File: src/sv/vn_pkg.sv
package vn_pkg;

  localparam int unsigned SqrtSteps = 32;
  localparam int unsigned DivSteps  = 31;

  typedef struct packed {
    logic signed [31:0] vec_x;
    logic signed [31:0] vec_y;
    logic signed [31:0] vec_z;
  } vec_in_t;

  typedef struct packed {
    logic signed [31:0] unit_x;
    logic signed [31:0] unit_y;
    logic signed [31:0] unit_z;
    logic [31:0]        vec_length;
    logic               zero_length;
  } vec_out_t;

  // one restoring division step: returns {quotient bit, new remainder}
  function automatic logic [32:0] div_step(input logic [31:0] rem, input logic nbit,
                                           input logic [31:0] len);
    logic [32:0] r2;
    logic        ge;
    logic [32:0] diff;
    r2   = {rem, nbit};
    ge   = (r2 >= {1'b0, len});
    diff = r2 - {1'b0, len};
    return {ge, (ge ? diff[31:0] : r2[31:0])};
  endfunction

  // one digit of the square root recurrence: returns {root bit, new remainder}
  function automatic logic [34:0] sqrt_step(input logic [33:0] rem, input logic [1:0] pair,
                                            input logic [31:0] root);
    logic [35:0] r2;
    logic [35:0] trial;
    logic        ge;
    logic [35:0] diff;
    r2    = {rem, pair};
    trial = {2'b00, root, 2'b01};
    ge    = (r2 >= trial);
    diff  = r2 - trial;
    return {ge, (ge ? diff[33:0] : r2[33:0])};
  endfunction

endpackage

File: src/sv/vn_div.sv
module vn_div (
  input  logic        clk_i,
  input  logic        ce_i,
  input  logic [31:0] len_i,
  input  logic [31:0] mag_i,
  output logic [30:0] quo_o
);

  logic [31:0] r_q [vn_pkg::DivSteps];
  logic [29:0] d_q [vn_pkg::DivSteps];
  logic [30:0] q_q [vn_pkg::DivSteps];
  logic [31:0] l_q [vn_pkg::DivSteps];

  for (genvar j = 0; j < vn_pkg::DivSteps; j++) begin : g_step
    logic [31:0] rem_in;
    logic        bit_in;
    logic [29:0] d_in;
    logic [30:0] q_in;
    logic [31:0] len_in;
    logic [32:0] res;

    if (j == 0) begin : g_first
      // magnitude never exceeds the length, so half of it is a valid remainder
      assign rem_in = {1'b0, mag_i[31:1]};
      assign bit_in = mag_i[0];
      assign d_in   = '0;
      assign q_in   = '0;
      assign len_in = len_i;
    end else begin : g_next
      assign rem_in = r_q[j-1];
      assign bit_in = d_q[j-1][29];
      assign d_in   = {d_q[j-1][28:0], 1'b0};
      assign q_in   = q_q[j-1];
      assign len_in = l_q[j-1];
    end

    assign res = vn_pkg::div_step(rem_in, bit_in, len_in);

    always_ff @(posedge clk_i) begin
      if (ce_i) begin
        r_q[j] <= res[31:0];
        d_q[j] <= d_in;
        q_q[j] <= {q_in[29:0], res[32]};
        l_q[j] <= len_in;
      end
    end
  end

  assign quo_o = q_q[vn_pkg::DivSteps-1];

endmodule

File: config.mk
export PLATFORM = sky130hd
export DESIGN_NAME = vn_div
export DESIGN_NICKNAME = d
export VERILOG_FILES = /design/src/sv/vn_pkg.sv /design/src/sv/vn_div.sv
export SDC_FILE = /design/constraint.sdc
export NUM_CORES = 2
export LEC_CHECK = 0
export BUFFER_PORTS_ARGS = -buffer_cell sky130_fd_sc_hd__buf_2
export CAP_MARGIN = 15
export CORE_UTILIZATION = 50
export CTS_CLUSTER_DIAMETER = 150
export DETAILED_ROUTE_END_ITERATION = 16
export HOLD_SLACK_MARGIN = 0.05
export PLACE_DENSITY = 0.65
export SLEW_MARGIN = 0
export SYNTH_ARGS = -nofsm -noshare
export SYNTH_HDL_FRONTEND = slang
export SYNTH_SLANG_ARGS = --single-unit
File: constraint.sdc
create_clock -name clk_i -period 9.8 [get_ports clk_i]
set_clock_uncertainty 0.15 [all_clocks]
set_input_delay 0.49 -clock clk_i [delete_from_list [all_inputs] [get_ports clk_i]]
set_output_delay 0.49 -clock clk_i [all_outputs]
set_load 0.1 [all_outputs]
[Yosys cells after proc, flatten, opt, wreduce, memory -nomap -nowiden]
Memories as Yosys holds them, arrays and structs flattened.
Cells that the tools add are included.
Storage, ports and cells
  output and inout bits: 31
  memories kept: 4
  bits in registers: 0
  logic and storage cells: 99
  input port bits: 66
  memory bits (writable): 3844
Memory list
  l_q: words 31, bits a word 32, rd ports 30, clocked after Yosys merged registers in 0, wr ports 31, line vn_div.sv:12  | logic [31:0] l_q [vn_pkg::DivSteps];
  r_q: words 31, bits a word 32, rd ports 30, clocked after Yosys merged registers in 0, wr ports 31, line vn_div.sv:9  | logic [31:0] r_q [vn_pkg::DivSteps];
  q_q: words 31, bits a word 31, rd ports 31, clocked after Yosys merged registers in 0, wr ports 31, line vn_div.sv:11  | logic [30:0] q_q [vn_pkg::DivSteps];
  d_q: words 31, bits a word 29, rd ports 30, clocked after Yosys merged registers in 0, wr ports 31, line vn_div.sv:10  | logic [29:0] d_q [vn_pkg::DivSteps];
Cells by class
  $add $sub $neg: 31
  order comparisons: 31
  mux-type cells: 33
Operators by type and width (count)
  $mux 32: 31
  $sub 32x32->32: 31
  $ge 33x32->1: 30
  $ge 32x32->1: 1
  $mux 1: 2

[Longest topological paths before layout]
An unclocked memory read counts as a cell.
  depth in word-level cells: 3
  depth in mapped cells: 15
  gate-level depth less buffers: 13

[Least setup slack after synthesis]
OpenSTA, ideal clock, no wires.
  path type: register to register
  start point: mem l_q[20][1]
  end point: mem r_q[21][4], in the netlist r_q[1][164] (data pin)
  data arrival time: 3.107 ns
  period minus slack after synthesis: 3.518 ns
  data required time: 9.390 ns
  library setup time: 0.260 ns
  stages on the path, launching flop included: 14
  slack: 6.282 ns
  buffers on the path: 1
  cell sequence: edfxtp_1 inv_1 ha_1 nor2b_2 o2111ai_2 a31oi_4 o211a_1 a31oi_2 o2111a_2 nor3b_4 nor3_4 o41ai_4 buf_6 mux2_4
RTL lines (line)
  start: declaration: vn_div.sv:12
  end: declaration: vn_div.sv:9

==> metrics.yaml <==
die:
  ios: 97
  die_area_um2: 274800
  chipHeight_um: 524.3
  initial_core_util_pct: 50.32
  chipWidth_um: 524.3
  placeable_core_region_um2: 271000
  row_count: 191
yosys:
  postSynthCellCount: 12120
  mean_post_synth_cell_area_um2: 11.25
  ys.flop_type: "sky130_fd_sc_hd__edfxtp_1"
  synthTopCellsByArea: "sky130_fd_sc_hd__edfxtp_1, sky130_fd_sc_hd__ha_1, sky130_fd_sc_hd__a21oi_1, sky130_fd_sc_hd__inv_1, sky130_fd_sc_hd__xnor2_1"
  netlist_area_before_placement_um2: 136400
  fraction_of_registers_with_async_set_or_reset_after_synthesis_pct: 0
  yosys_warnings: 0
  synth_edf_count: 2416
  syn-num-nets: 13210
  yosys_register_bits: 2416
  yosysTopAreaCellShare_pct: 53.20
  synth_top_cell_by_area: "sky130_fd_sc_hd__edfxtp_1"
  synth_seq_area_share_pct: 53.20
  synth_cell_type_count: 115
critical_path:
  critPathKind: "reg -> reg"
  crit_chain: "inv_1, ha_1, o2111a_1, o21ai_0, o21ba_2, nor3_1, o31ai_1, a21oi_1, o21bai_1, a31oi_4, buf_4, o21ai_0"
  cpPeakStageDelay_ps: 640
  worstPathRequired_ps: 10240
  worst_path_maximum_fanout: 39
  critPathSlowestCell: "sky130_fd_sc_hd__o31ai_1"
  crit_arrival_ps: 5140
  endpoint_kind: "register"
  crit_path_frequent_cell: "sky130_fd_sc_hd__o21ai_0"
  setup.worst_path.start_class: "register"
cts:
  cts_tree: "done"
  post_cts_resized: 0
  cts.repair_timing.setup_buffer_count: 0
  worstSkewPairLatency_ps: 890
  htree_num_levels: 5
  cts_hold_repair.buffers: 65
  ctsRootBufferMaster: "sky130_fd_sc_hd__clkbuf_16"
  worst_path_clk_slew_ps: 50
  cts_buffers: 274
  cts_buffer_depth: 4
  cts.sinks: 2416
timing:
  achievable-frequency_ghz: 0.2131
  hold_viol_final: 0
  maxSlewHeadroom_pct: 25.58
  report.final.setup_viol: 0
  finalMaxSlewViolations: 0
  fin_crit_sh_pct: 47.88
  post-route-min-period_ps: 4693
  setup_total_negative_slack_ps: 0
  timing.hold.ws_ps: 196.8
  rsz_0062_raised_after_global_routing: "no"
  pin_slew_with_the_least_headroom_to_its_limit_ps: 1115
global_route:
  grt_use_total_pct: 23.76
  antenna_found_initial: 4
  grt_first_pass_wirelength_um: 512800
  grt_pass1_vias: 90610
  largest_net_degree_at_the_start_of_global_routing: 191
  grt_overflow: 0
drt:
  detail_route.wirelength_um: 331700
  per_cell_via_count_in_the_routed_design: 5.749
  num_vias: 92540
  dr.pass1.iters: 6
  detail_route.drc_violations: 0
  ant_nets: 0
  drtIter0Drc: 7320
  post_drt_wl_per_cell_um: 20.61
finish:
  fillCellCount: 22950
  layout-drive-gt1-share_pct: 8.335
  design.final.nets: 13410
  areaGrowthSynthToFinish_pct: 10.11
pwr:
  worst_ir_drop_vdd_uv: 206.4
  power.density_cell_area_nw_per_um2: 342.9
  static-leakage-power_uw: 0.06108
placement:
  finalWeightedCongestion: 0.9294
  numPortBuffers: 96
  detailed_place_hpwl_um: 247400
status:
  run_status: "completed"
run:
  maxCapViolations: 0
worst_hold_path:
  worst_hold_path_type: "in -> reg"
-- power by group --
part / switching (uW) / internal (uW) / total [uW]
registers: 1960 / 15500 / 17400
clock network: 4170 / 5910 / 10100
logic: 13700 / 10300 / 24000
total: 19800 / 31700 / 51500
-- cell usage in the layout, fill, tap and decap left out, drive strengths merged, types with 149 or more instances in the layout --
cell / synthesis / layout
edfxtp: 2416 / 2416
inv: 1261 / 1277
a21oi: 996 / 996
ha: 991 / 991
nand2: 840 / 840
o21ai: 767 / 767
nor2: 736 / 736
xnor2: 507 / 507
a21o: 447 / 447
mux2: 397 / 397
clkbuf: 209 / 324
xor2: 291 / 291
nand3: 185 / 185
nand4: 162 / 162
o21a: 155 / 155
nand2b: 149 / 149
-- critical path, delay by kind of cell, from the launching register on --
family | cells | cell delay (ps)
buffers and inverters | 2 | 450
DFF | 1 | 430
AOI/OAI and AO/OA | 8 | 2910
adders and majority gates | 1 | 400
and+or+nand+nor | 1 | 80
-- registers in the layout (all words and copies together), names as in the netlist --
name  cells
q_q     496
l_q     960
r_q     960
-- area by class of cell --
cell class	instances	area (um^2)	share of cell area [%]
Antenna cell	2	5.005	0.003333
Inverter	1261	4733	3.152
Sequential cell	2416	72550	48.31
Timing Repair Buffer	211	1647	1.097
Clock inverter	153	1496	0.9965
Clock buffer	324	7214	4.804
Tap cell	3570	4467	2.975
Multi-Input combinational cell	8161	58050	38.66
-- kinds of logic after synthesis --
logic type	share of synthesized area (%)
XOR/XNOR	5.125
buffers and inverters	4.353
adder cells (fa/ha/maj)	9.533
flip-flops	53.20
AO/OA/AOI/OAI	14.62
AND/OR/NAND/NOR	9.559
multiplexers	3.614
-- final timing paths --
check / slack [ps] / from / end / depth (start not counted)
worst max register to register: 5110 / l_q[11][6] / r_q[0][393] / 12
worst max-delay path: 5110 / l_q[11][6] / r_q[0][393] / 12
worst min-delay path: 200 / len_i[5] / l_q[0][5] / 2
worst min register to register: 240 / q_q[10][6] / q_q[11][7] / 0
-- Yosys cell counts (34+ instances only) --
library cell               count
sky130_fd_sc_hd__o31ai_1      66
sky130_fd_sc_hd__mux2_2      348
sky130_fd_sc_hd__and3_1       83
sky130_fd_sc_hd__clkbuf_1    208
sky130_fd_sc_hd__buf_2        55
sky130_fd_sc_hd__o21a_1      155
sky130_fd_sc_hd__o211ai_1     45
sky130_fd_sc_hd__nor4_1       43
sky130_fd_sc_hd__a21o_1      446
sky130_fd_sc_hd__ha_1        991
sky130_fd_sc_hd__nand4_1     162
sky130_fd_sc_hd__inv_1      1259
sky130_fd_sc_hd__nor2_1      736
sky130_fd_sc_hd__or2_2        34
sky130_fd_sc_hd__and2_1       58
sky130_fd_sc_hd__nor3_1      147
sky130_fd_sc_hd__o31a_1       39
sky130_fd_sc_hd__o21bai_1    135
sky130_fd_sc_hd__a211oi_1     70
sky130_fd_sc_hd__xor2_1      291
sky130_fd_sc_hd__nand3_1     185
sky130_fd_sc_hd__nand2b_1    149
sky130_fd_sc_hd__nor2b_1     145
sky130_fd_sc_hd__or3_1        54
sky130_fd_sc_hd__a31oi_1     122
sky130_fd_sc_hd__nand2_1     840
sky130_fd_sc_hd__edfxtp_1   2416
sky130_fd_sc_hd__o21ai_0     746
sky130_fd_sc_hd__xnor2_1     507
sky130_fd_sc_hd__a21oi_1     994
sky130_fd_sc_hd__mux2_4       42
-- metrics by stage --
step                      util [%]  worst slack [ps]  cells  cell area [um^2]  power (uW)
after floorplan                  -              6282  12120            136400       34850
after global placement       51.95              5209  15550            140800       40820
after detailed placement     51.95              5104  15550            140800       41220
after CTS                    55.41              5117  16100            150200       51650
after global routing         55.41              4943  16100            150200       54870
final                        55.41              5107  16100            150200       51480
-- routing by layer --
metal	global-route usage, %	wire [um]
met1	30.65	141400
met3	2.416	14890
met2	41.69	164500
met5	0	0
met4	7.929	10950
Power figures use the tool's default switching activity.
